$ cat config.mk
export PLATFORM = sky130hd
export DESIGN_NAME = v3o_sqrt
export DESIGN_NICKNAME = d
export VERILOG_FILES = /design/src/sv/vector3_ops_unit_defines.svh /design/src/sv/v3o_sqrt.sv
export SDC_FILE = /design/constraint.sdc
export NUM_CORES = 2
export LEC_CHECK = 0
export ABC_AREA = 0
export BUFFER_PORTS_ARGS = -buffer_cell sky130_fd_sc_hd__buf_2
export CORE_MARGIN = 2
export CORE_UTILIZATION = 60
export CTS_CLUSTER_DIAMETER = 80
export DETAILED_ROUTE_END_ITERATION = 16
export GPL_TIMING_DRIVEN = 0
export PLACE_DENSITY = 0.79
export SYNTH_ARGS = -nofsm -noshare
export SYNTH_HDL_FRONTEND = slang
export SYNTH_SLANG_ARGS = --single-unit
$ cat constraint.sdc
create_clock -name clock -period 12.34 [get_ports clock]
set_clock_uncertainty 0.1 [all_clocks]
set_input_delay 2.468 -clock clock [delete_from_list [all_inputs] [get_ports clock]]
set_output_delay 2.468 -clock clock [all_outputs]
set_load 0.005 [all_outputs]
$ cat src/sv/vector3_ops_unit_defines.svh
// assertion macros shared by the vector3 ops unit
// expects signals named clock and reset in the module that uses them
`ifndef VECTOR3_OPS_UNIT_DEFINES_SVH
`define VECTOR3_OPS_UNIT_DEFINES_SVH

// same-cycle implication, held off during reset
`define V3O_ASSERT_IMPL(label, pre, post) \
   label: assert property (@(posedge clock) disable iff (reset) (pre) |-> (post)) \
      else $error("vector3 ops unit check failed");

// next-cycle implication, held off during reset
`define V3O_ASSERT_NEXT(label, pre, post) \
   label: assert property (@(posedge clock) disable iff (reset) (pre) |=> (post)) \
      else $error("vector3 ops unit check failed");

`endif

$ cat src/sv/v3o_sqrt.sv
// pipelined integer square root, one root bit per stage, rounded to nearest
// no package dependencies
module v3o_sqrt #(
   parameter int W = 32
) (
   input  logic           clock,
   input  logic           en,
   input  logic [2*W-1:0] sum_sq,
   output logic [W:0]     len
);
   logic [2*W-1:0] rem_ff  [W];
   logic [W-1:0]   root_ff [W];
   logic [W:0]     len_in, len_ff;

   for (genvar g = 0; g < W; g++) begin : g_bit
      localparam int B = W - 1 - g;
      logic [2*W-1:0] prem, trial, rem_in;
      logic [W-1:0]   proot, root_in;

      if (g == 0) begin : g_first
         assign prem  = sum_sq;
         assign proot = '0;
      end else begin : g_rest
         assign prem  = rem_ff[g-1];
         assign proot = root_ff[g-1];
      end

      // (r + 2^B)^2 - r^2, with r holding only bits above B
      assign trial = ((2*W)'(proot) << (B+1)) | ((2*W)'(1) << (2*B));

      always_comb begin
         if (prem >= trial) begin
            rem_in  = prem - trial;
            root_in = proot | (W'(1) << B);
         end else begin
            rem_in  = prem;
            root_in = proot;
         end
      end

      always_ff @(posedge clock) begin
         if (en) begin
            rem_ff[g]  <= rem_in;
            root_ff[g] <= root_in;
         end
      end
   end

   // round up when the remainder exceeds the root
   assign len_in = {1'b0, root_ff[W-1]} + (W+1)'(rem_ff[W-1] > (2*W)'(root_ff[W-1]));

   always_ff @(posedge clock) begin
      if (en) begin
         len_ff <= len_in;
      end
   end

   assign len = len_ff;
endmodule

[Word level (Yosys, flattened, before mapping)]
Memories as Yosys holds them, arrays and structs flattened.
Cells that the tools add are included.
Storage, ports and cells
  bits of input ports: 66
  output and inout port bits: 33
  memories: 2
  bits in writable memories: 3072
  register bits: 33
Operators by class
  magnitude comparators: 33
  add/subtract/negate cells: 33
  multiplexer cells: 66
Memories
  rem_ff: depth 32, bits a word 64, rd ports 32, clocked after Yosys merged registers in 0, wr ports 32, RTL line v3o_sqrt.sv:11  | logic [2*W-1:0] rem_ff [W];
  root_ff: depth 32, bits a word 32, rd ports 32, clocked after Yosys merged registers in 0, wr ports 32, RTL line v3o_sqrt.sv:12  | logic [W-1:0] root_ff [W];
Operators with widths (count)
  $mux W64: 32
  $ge A64 B33 Y1: 1
  $ge A64 B34 Y1: 1
  $ge A64 B35 Y1: 1
  $ge A64 B36 Y1: 1
  $ge A64 B37 Y1: 1
  $ge A64 B38 Y1: 1
  $ge A64 B39 Y1: 1
  $ge A64 B40 Y1: 1
  $ge A64 B41 Y1: 1
  $ge A64 B42 Y1: 1
  $ge A64 B43 Y1: 1
  $ge A64 B44 Y1: 1
  $ge A64 B45 Y1: 1
  $ge A64 B46 Y1: 1
  $ge A64 B47 Y1: 1
  $ge A64 B48 Y1: 1
  $ge A64 B49 Y1: 1
  $ge A64 B50 Y1: 1
  $ge A64 B51 Y1: 1
  $ge A64 B52 Y1: 1
  $ge A64 B53 Y1: 1
  $ge A64 B54 Y1: 1
  $ge A64 B55 Y1: 1
  75 further kinds: 77

[Logic depth before layout (Yosys ltp)]
An unclocked memory read counts as a cell.
  depth in word-level cells: 3
  gate-level depth with buffers: 20

[Least setup slack after synthesis]
OpenSTA, ideal clock, no wires.
  kind: in2reg
  from: in sum_sq[63]
  to: mem rem_ff[0][63] (netlist name), data pin
  buffers on the path: 0
  library setup time: 279 ps
  path slack: 8284 ps
  stages: 6
  data required time: 11961 ps
  data arrival time: 3676 ps
  path through: inv_1 -> ha_1 -> nor4b_1 -> nand4_1 -> o41ai_1 -> a21oi_1
RTL lines
  start, declared: RTL line v3o_sqrt.sv:8  | input logic [2*W-1:0] sum_sq,
  end, declared: RTL line v3o_sqrt.sv:11

==> impl_results.md <==
* CORE AREA at approximately 210000 um2
* IO buf count at slightly below 100
* Most frequent cells after synthesis: edfxtp_1, nand2_1, nor2_1
* Worst EP arrival at 6500 ps
* Cts bufs inserted at 290
* Final setup margin at 6260 ps
* CTS H-tree depth at 5
* Max Cap Viol at 0
* Max Slew Vio Count at 0
* Global-route wire length before repair at 506 mm
* DR WL/cell at roughly 24 um
* Crit end category: flop
* Setup TNS Final at 0 ps
* CTS resizes at 0
* Peak supply drop at 0.000165 V
* Synthesized area per cell at 12.3 um2
* Pre-CTS WS at 5250 ps
* TritonCTS clock tree: done
* Mapped Nets at roughly 11000
* Worst Path Max Fanout at 183
* Pin slew with the least headroom to its limit at between 1000 and 1500 ps
* Clock-pin slew on the worst setup and hold paths at 70 ps
* Routed vias/inst at 6.23
* Flops & latches, synth at roughly 2600
* Worst setup SP type: input port
* Util after Layout at 0.667
* F_max at 164 MHz
* DR pass1 iterations at 8
* Routed Antenna Nets at 0
* # DRC at 0
* Pwr Total at approximately 27 mW
* Final hold vios at 0
* Area Overhead vs Synth at 10.8%
* Drt initial violations at ~9900
* CTS Hold Bufs at 0
* Main synth FF type: edfxtp_1
* Worst skew pair latency at ~920 ps
* Die ar. at approximately 220000 um2
* Post-synth EDFFs at ~2600
* P_leak at approximately 53 nW
* DP HPWL at between 200 and 300 mm
* Cell with the most instances after synthesis: edfxtp_1
* Largest area contributor in the netlist: edfxtp_1
* CTS root buf: clkbuf_16
* Post-synth ARST share at 0
* Die Y at 465 um
* Remaining global-route overflow at 0
* Status: complete, no violations
* RSZ-0062 raised after global routing: no
* Setup CP Type: input port to flop
* Initial core utilization at 0.602
* Post-CTS setup repair buffer count at 0
* Netlist Area Pre-Place at roughly 130000 um2
* Post-Syn Instances at roughly 10000
* Req. time, crit path at roughly 13000 ps
* Synth top area cells: edfxtp_1, ha_1, xnor2_1
* Proportion of netlist area held by the largest area contributor at 0.616
* # rows at about 170
* Top-Level Pins at 99
* Minimum clock period at between 6000 and 7000 ps
* Worst Hold Class: flop to flop
* Cell Pwr Density at between 150 and 200 nW/um2
* WL final at roughly 340 mm
* Sequential cell area fraction in the yosys report at 0.616
* TritonCTS Sinks at roughly 2600
* Largest net degree at the start of global routing at approximately 190
* Setup Viol. Count Final at 0
* Synth warn at 0
* Final-stage net count at approximately 11000
* Die span in x at roughly 460 um
* Gr usage total at 0.308
* Tcrit/Tclk final at 0.493
* Vias in the first global route at 82700
* Vias after detailed routing at 86100
* Post-synthesis cell type count at 86
* Slew HR at 0.0270
* Share of post-route cells with drive strength above 1 at 0.0610
* CTS max path bufs at 4
* Gp weighted congestion at roughly 0.95
* Antenna violations before repair at 20
[path summary, 6_finish.rpt]
check        slack, ps      startpoint              end  depth (start not counted)
max               6260              en  root_ff[3][224]                          7
min                340   rem_ff[1][36]   rem_ff[1][100]                          0
max reg2reg       6540  root_ff[3][86]   rem_ff[3][222]                         13
min reg2reg        340   rem_ff[1][36]   rem_ff[1][100]                          0
[placed cells by master, fill, tap and decap left out, types with 29 or more instances in the layout]
cell type,synthesis,final
bufinv_16,0,29
a31oi_1,63,63
o21ai_0,500,500
or4_1,87,87
o21a_1,109,109
nor4b_1,45,44
ha_1,595,595
nor4_1,338,336
nor3_1,325,325
nand3_1,186,186
a21o_1,260,260
nor2_1,734,734
nand3b_1,47,47
a21oi_1,643,643
a211oi_1,40,40
edfxtp_1,2609,2609
nor2b_1,89,89
nand4_1,178,178
o31ai_1,46,45
nand2_1,737,737
and2_1,30,30
nand4b_1,33,33
clkinv_2,0,42
buf_2,1,99
o21bai_1,49,49
xor2_1,428,428
xnor2_1,545,545
clkbuf_16,0,299
or2_2,34,34
clkinv_1,2,51
mux2_2,69,69
or3_1,103,103
nand2b_1,113,113
clkbuf_1,202,249
and3_1,47,47
o211ai_1,45,45
inv_1,719,719
[per-layer routing]
metal	GRT usage	wire, um
met3	0.0427	24600
met1	0.446	147000
met2	0.493	158000
met4	0.0780	8530
met5	0	99
[worst max-delay path, cell delays in order]
cell,delay [ps]
buf_12,320
buf_16,500
buf_16,570
buf_16,420
buf_16,440
buf_16,610
buf_16,530
[metrics by stage]
| stage | cells | cell area, um2 | hold slack [ps] |
|---|---|---|---|
| floorplan | 10400 | 127000 | 317 |
| global placement | 13300 | 131000 | 328 |
| detailed placement | 13300 | 132000 | 330 |
| CTS | 13800 | 141000 | 328 |
| global route | 13800 | 141000 | 337 |
| finish | 13800 | 141000 | 337 |
[layout make-up]
type / instances / area, um2
antenna: 5 / 12.5
buffer: 218 / 842
clock buffer: 346 / 7660
clock inverter: 153 / 1550
fill: 15200 / 70500
inverter: 724 / 2720
multi-input combinational: 6832 / 45400
sequential: 2609 / 78300
tap: 2821 / 3530
timing repair buffer: 115 / 951
[logic make-up after synthesis]
family                   after synthesis  share of synthesized area
AND/OR/NAND/NOR                     3187                      0.127
multiplexers                          77                    0.00673
AO/OA/AOI/OAI                       2000                     0.0974
flip-flops                          2609                      0.616
XOR/XNOR                             973                     0.0670
adder cells (fa/ha/maj)              595                     0.0585
buffers and inverters                942                     0.0280
[registers in the layout, summed over array words and instances, names as in the netlist]
register	flops
rem_ff	2048
len	33
root_ff	528
[where the power goes]
| group | switching, mW | internal, mW |
|---|---|---|
| registers | 0.958 | 11.3 |
| logic | 3.67 | 2.31 |
| clock network | 3.45 | 5.02 |
No activity file was read; power rests on OpenSTA's default activity.
