`src/sv/vector3_ops_unit_defines.svh`:
```
// assertion macros shared by the vector3 ops unit
// expects signals named clock and reset in the module that uses them
`ifndef VECTOR3_OPS_UNIT_DEFINES_SVH
`define VECTOR3_OPS_UNIT_DEFINES_SVH

// same-cycle implication, held off during reset
`define V3O_ASSERT_IMPL(label, pre, post) \
   label: assert property (@(posedge clock) disable iff (reset) (pre) |-> (post)) \
      else $error("vector3 ops unit check failed");

// next-cycle implication, held off during reset
`define V3O_ASSERT_NEXT(label, pre, post) \
   label: assert property (@(posedge clock) disable iff (reset) (pre) |=> (post)) \
      else $error("vector3 ops unit check failed");

`endif

```
`src/sv/v3o_div.sv`:
```
// pipelined restoring divider for one normalized component, rounded to nearest
// quotient |c| * 2^F / len, bounded by 2^F + 1; no package dependencies
module v3o_div #(
   parameter int W = 32,
   parameter int F = 16
) (
   input  logic         clock,
   input  logic         en,
   input  logic [W-1:0] mag,
   input  logic [W:0]   den,
   output logic [F+1:0] quo
);
   logic [W:0]   rem_ff [F+1];
   logic [F:0]   q_ff   [F+1];
   logic [W:0]   d_ff   [F+1];
   logic         up;
   logic [F+1:0] quo_in, quo_ff;

   for (genvar j = 0; j <= F; j++) begin : g_step
      logic [W:0]   prem, pd;
      logic [F:0]   pq;
      logic         pb, take;
      logic [W+1:0] trial, diff;
      logic [W:0]   rem_in;
      logic [F:0]   q_in;

      if (j == 0) begin : g_first
         // quotient stays below 2^(F+1), so the top numerator bits start as remainder
         assign prem = {2'b00, mag[W-1:1]};
         assign pq   = '0;
         assign pd   = den;
         assign pb   = mag[0];
      end else begin : g_rest
         assign prem = rem_ff[j-1];
         assign pq   = q_ff[j-1];
         assign pd   = d_ff[j-1];
         assign pb   = 1'b0;
      end

      assign trial  = {prem, pb};
      assign diff   = trial - {1'b0, pd};
      assign take   = trial >= {1'b0, pd};
      assign rem_in = take ? diff[W:0] : trial[W:0];
      assign q_in   = {pq[F-1:0], take};

      always_ff @(posedge clock) begin
         if (en) begin
            rem_ff[j] <= rem_in;
            q_ff[j]   <= q_in;
            d_ff[j]   <= pd;
         end
      end
   end

   assign up     = rem_ff[F] >= (d_ff[F] - rem_ff[F]);
   assign quo_in = {1'b0, q_ff[F]} + (F+2)'(up);

   always_ff @(posedge clock) begin
      if (en) begin
         quo_ff <= quo_in;
      end
   end

   assign quo = quo_ff;
endmodule

```
`config.mk`:
```
export PLATFORM = sky130hd
export DESIGN_NAME = v3o_div
export DESIGN_NICKNAME = d
export VERILOG_FILES = /design/src/sv/vector3_ops_unit_defines.svh /design/src/sv/v3o_div.sv
export SDC_FILE = /design/constraint.sdc
export NUM_CORES = 2
export LEC_CHECK = 0
export ABC_AREA = 1
export BUFFER_PORTS_ARGS = -buffer_cell sky130_fd_sc_hd__buf_2
export CAP_MARGIN = 20
export CELL_PAD_IN_SITES_DETAIL_PLACEMENT = 0
export CELL_PAD_IN_SITES_GLOBAL_PLACEMENT = 1
export CORE_MARGIN = 4
export CORE_UTILIZATION = 35
export CTS_BUF_LIST = sky130_fd_sc_hd__clkbuf_16
export DETAILED_ROUTE_END_ITERATION = 8
export GPL_ROUTABILITY_DRIVEN = 0
export PLACE_DENSITY = 0.75
export SLEW_MARGIN = 25
export SYNTH_ARGS = -nofsm -noshare
export SYNTH_HDL_FRONTEND = slang
export SYNTH_SLANG_ARGS = --single-unit
```
`constraint.sdc`:
```
create_clock -name clock -period 7.25 [get_ports clock]
set_clock_uncertainty 0.15 [all_clocks]
set_input_delay 2.175 -clock clock [delete_from_list [all_inputs] [get_ports clock]]
set_output_delay 2.175 -clock clock [all_outputs]
set_load 0.02 [all_outputs]
```
Word-level counts from Yosys, hierarchy flattened
Memories as Yosys holds them, arrays and structs flattened. Cells that the tools add are included.

Add/sub/neg operators: 19. Order comparisons: 18. Mux-type cells: 19.

Operators with widths (count): 33-bit 2-to-1 mux (17); 33-bit subtractor (17); 34-bit by 33-bit greater-or-equal comparator with 1-bit output (16); 32-bit by 33-bit greater-or-equal comparator with 1-bit output (1); 33-bit greater-or-equal comparator (1); 32-bit by 33-bit subtractor with 33-bit output (1); 17-bit by 1-bit adder with 18-bit output (1); 1-bit 2-to-1 mux (2).

Register bits after elaboration: 18. RAM bits: 1411. Output and inout bits: 18. Memories kept: 3.

Memory list: d_ff (words 17, width 33, rd ports 17, clocked after memory_dff 0, wr ports 17, line v3o_div.sv:15) `logic [W:0] d_ff [F+1];`; rem_ff (words 17, width 33, rd ports 17, clocked after memory_dff 0, wr ports 17, line v3o_div.sv:13) `logic [W:0] rem_ff [F+1];`; q_ff (words 17, width 17, rd ports 17, clocked after memory_dff 0, wr ports 17, line v3o_div.sv:14) `logic [F:0] q_ff [F+1];`.

Logic depth before layout (Yosys ltp)
An unclocked memory read counts as a cell.

Word-level depth: 4. Depth in mapped cells: 32. Depth with buffers taken out: 32.

Least setup slack after synthesis
OpenSTA, ideal clock, no wires.

Path type: register to register. Start: memory d_ff[0][528] in the netlist's numbering. End: register quo_ff[16] (netlist: quo[16]) (data pin). Library setup time: 0.258 ns. Arrival: 3.918 ns. Data required time: 6.842 ns. Slack: 2.924 ns. Cell stages (with the launch flop): 28. Buffers on the path: 0. Period minus slack after synthesis: 4.326 ns. Cells stage by stage: edfxtp_1 -> inv_1 -> ha_1 -> inv_1 -> fa_1 -> nand3_1 -> nand2_1 -> a21oi_1 -> o21ai_0 -> nand2_1 -> nand2_1 -> nand2_1 -> nand2_1 -> ha_1 -> nand2_1 -> nor2_1 -> nand4_1 -> nor2_1 -> nand4_1 -> nand4_1 -> ha_1 -> ha_1 -> nand3_1 -> nor3_2 -> nand2_1 -> nor3_2 -> nand4_1 -> xnor2_1.

RTL lines: from (decl) (line v3o_div.sv:15); to (signal assigned) (line v3o_div.sv:60) `quo_ff <= quo_in;`; to (decl) (line v3o_div.sv:17) `logic [F+1:0] quo_in, quo_ff;`.

==> reports/results.txt <==
status -> complete, no violations
Pleak -> 56.10 nW
Critical Path RT -> 7670 ps
Post-CTS Hold Buffers -> 0
area of the multi-input gates -> 45540 sq um
htree depth -> 4
FMAX -> 173.0 MHz
worst slack, placed -> 1516 ps
Die H -> 532.9 um
CTS root buf -> clkbuf_16
DR DRC count -> 0
DR vias/cell -> 4.703
Die Span X -> 532.9 um
Hold Crit Class -> flip-flop to flip-flop
largest net degree at the start of global routing -> 167
Setup CP Type -> flip-flop to flip-flop
most frequent cells in the layout -> nand2_1, inv_1, edfxtp_1
Syn Std Cell Area -> 96420 sq um
Crit path top cell by count -> nand2_1
Routed WL -> 310500 um
Slowest cell on crit path -> fa_1
Post-Synthesis Cells -> 13533
Seq/Total Area, Yosys -> 40.27%
Post-CTS Setup Bufs -> 0
Worst Setup End Kind -> flip-flop
IO Pins -> 85
# rows -> 192
final hold vios -> 0
hpwl dp -> 253300 um
Post-Syn Area per Cell -> 7.125 sq um
crit-path max cell delay -> 450 ps
worst slew pin tran -> 1039 ps
CTS Buffer Depth -> 4
global-route wire length before repair -> 466200 um
R2R Setup Slk -> 1470 ps
Clock Latency Late Sink -> 830 ps
1st-pass router iterations -> 6
Worst EP arrival -> 6200 ps
starting density of the core -> 35.21%
CTS tree -> done
DR WL/cell -> 17.85 um
Global Route Usage Sum -> 21.22%
Power per Cell Area -> 423.2 nW/um^2
post-synth top area cell -> edfxtp_1
Final nets -> 14397
RSZ-0062 raised after global routing -> false
Yosys warnings -> 0
Max-slew headroom -> 30.56%
Port Buf Inserts -> 84
Starting DRT DRC Count -> 8119
Max Slew Vio Count -> 0
clk sinks -> 1293
top-area cell type share of the netlist area -> 40.27%
max cap viols -> 0
Worst Hold Path Cells -> 0
Fill cells -> 29079
TNS Setup -> 0 ps
die area -> 284000 sq um
post-CTS sizing -> 0
worst IR drop on VDD -> 0.0002006 V
Distinct cells, synth -> 43
initial antenna violation count -> 9
Worst Reg-to-Reg Cells -> 27
vias in the first global route -> 75669
CP max FO -> 4
CTS buffer count -> 158
clock period minus worst slack -> 5779 ps
Synth Net Count -> 14245
Critical Path Source Type -> flip-flop
gr ovfl total -> 0
synth top area cells -> edfxtp_1, nand2_1, inv_1
clock transition at the registers of the reported paths -> 60 ps
core outline area -> 273900 sq um
commonest non-fill, non-tap cell in the layout -> nand2_1
crit share post-route -> 79.71%
Finished Core Util -> 38.63%
layout cells sized above 1 -> 4.123%
post-route ant nets -> 0
Area Growth Syn to Fin -> 9.722%
register area -> 38830 sq um
Final setup viols -> 0
register bit count reported by yosys -> 1293
via count -> 81820
post-route setup slack -> 1471 ps
## state kept, by name, summed over array words and instances, names as in the netlist
register / count
d_ff: 561
q_ff: 153
quo: 18
rem_ff: 561
## synthesized netlist by cell type (all sizes together)
| cell | number |
|---|---|
| nor3 | 119 |
| nor4 | 15 |
| o21bai | 22 |
| nand3b | 144 |
| o21a | 7 |
| xor2 | 254 |
| xnor2 | 27 |
| or2 | 41 |
| nand2 | 5625 |
| nand4 | 118 |
| o211ai | 1 |
| a21oi | 386 |
| and3 | 15 |
| a211oi | 2 |
| buf | 118 |
| nor3b | 1 |
| nand3 | 777 |
| nor2 | 818 |
| fa | 18 |
| o21ai | 60 |
| and2 | 119 |
| inv | 2921 |
| a21o | 5 |
| ha | 627 |
| edfxtp | 1293 |
## report_power, final
| group | switching, mW | internal [mW] | total (mW) |
|---|---|---|---|
| clock | 3.28 | 4.76 | 8.04 |
| sequential | 1.56 | 11.1 | 12.6 |
| combinational | 16.6 | 7.50 | 24.1 |
| total | 21.5 | 23.3 | 44.8 |
## per-stage QoR
step,hold WS (ps),power (mW),instance area [sq um],instances
2_1_floorplan,250.3,29.15,96430,13533
3_5_place_dp,254.5,36.52,100600,17114
4_1_cts,231.3,44.78,105800,17391
6_report,242.6,44.78,105800,17397
5_1_grt,249.3,48.54,105800,17396
3_3_place_gp,250.3,36.54,100600,17114
## kinds of logic (layout without fill, tap and decap cells)
group,Yosys count,in the layout,synth area share [%]
XOR/XNOR,281,281,2.552
buffers and inverters,3039,3308,12.51
flip-flops,1293,1293,40.27
AND/OR/NAND/NOR,7792,7792,33.53
adder cells (fa/ha/maj),645,645,8.510
other,0,6,0
AO/OA/AOI/OAI,483,483,2.630
## cell type report
type | instances | share of cell area [%]
clock inverter | 118 | 1.138
sequential | 1293 | 36.70
inverter | 2921 | 10.38
multi-input combinational | 9201 | 43.04
tap | 3589 | 4.244
clock buffer | 159 | 3.761
antenna | 6 | 0.01419
timing repair buffer | 110 | 0.7261
## worst paths after layout
check	end	from
worst max-delay path	quo[16]$_DFFE_PP_	d_ff[0][528]$_DFFE_PP_
worst min-delay path	q_ff[0][53]$_DFFE_PP_	q_ff[0][35]$_DFFE_PP_
worst max register to register	quo[16]$_DFFE_PP_	d_ff[0][528]$_DFFE_PP_
worst min register to register	q_ff[0][53]$_DFFE_PP_	q_ff[0][35]$_DFFE_PP_
## per-layer routing
metal | GRT usage, % | up-vias | routed length (um)
met5 | 0 | - | 0
met2 | 32.92 | 2283 | 134300
met4 | 3.574 | 0 | 5149
met3 | 3.374 | 270 | 22130
met1 | 31.43 | 37140 | 148900
li1 | - | 42127 | -
## worst max-delay path, delay by kind of cell (launching register included)
kind,cells,cell delay (ps)
and+or+nand+nor,17,2500
xor gates and xnor gates,1,140
adders and majority gates,5,1530
buffers and inverters,2,160
DFF,1,390
AOI/OAI and AO/OA,2,650
(Power assumes the default switching activity.)
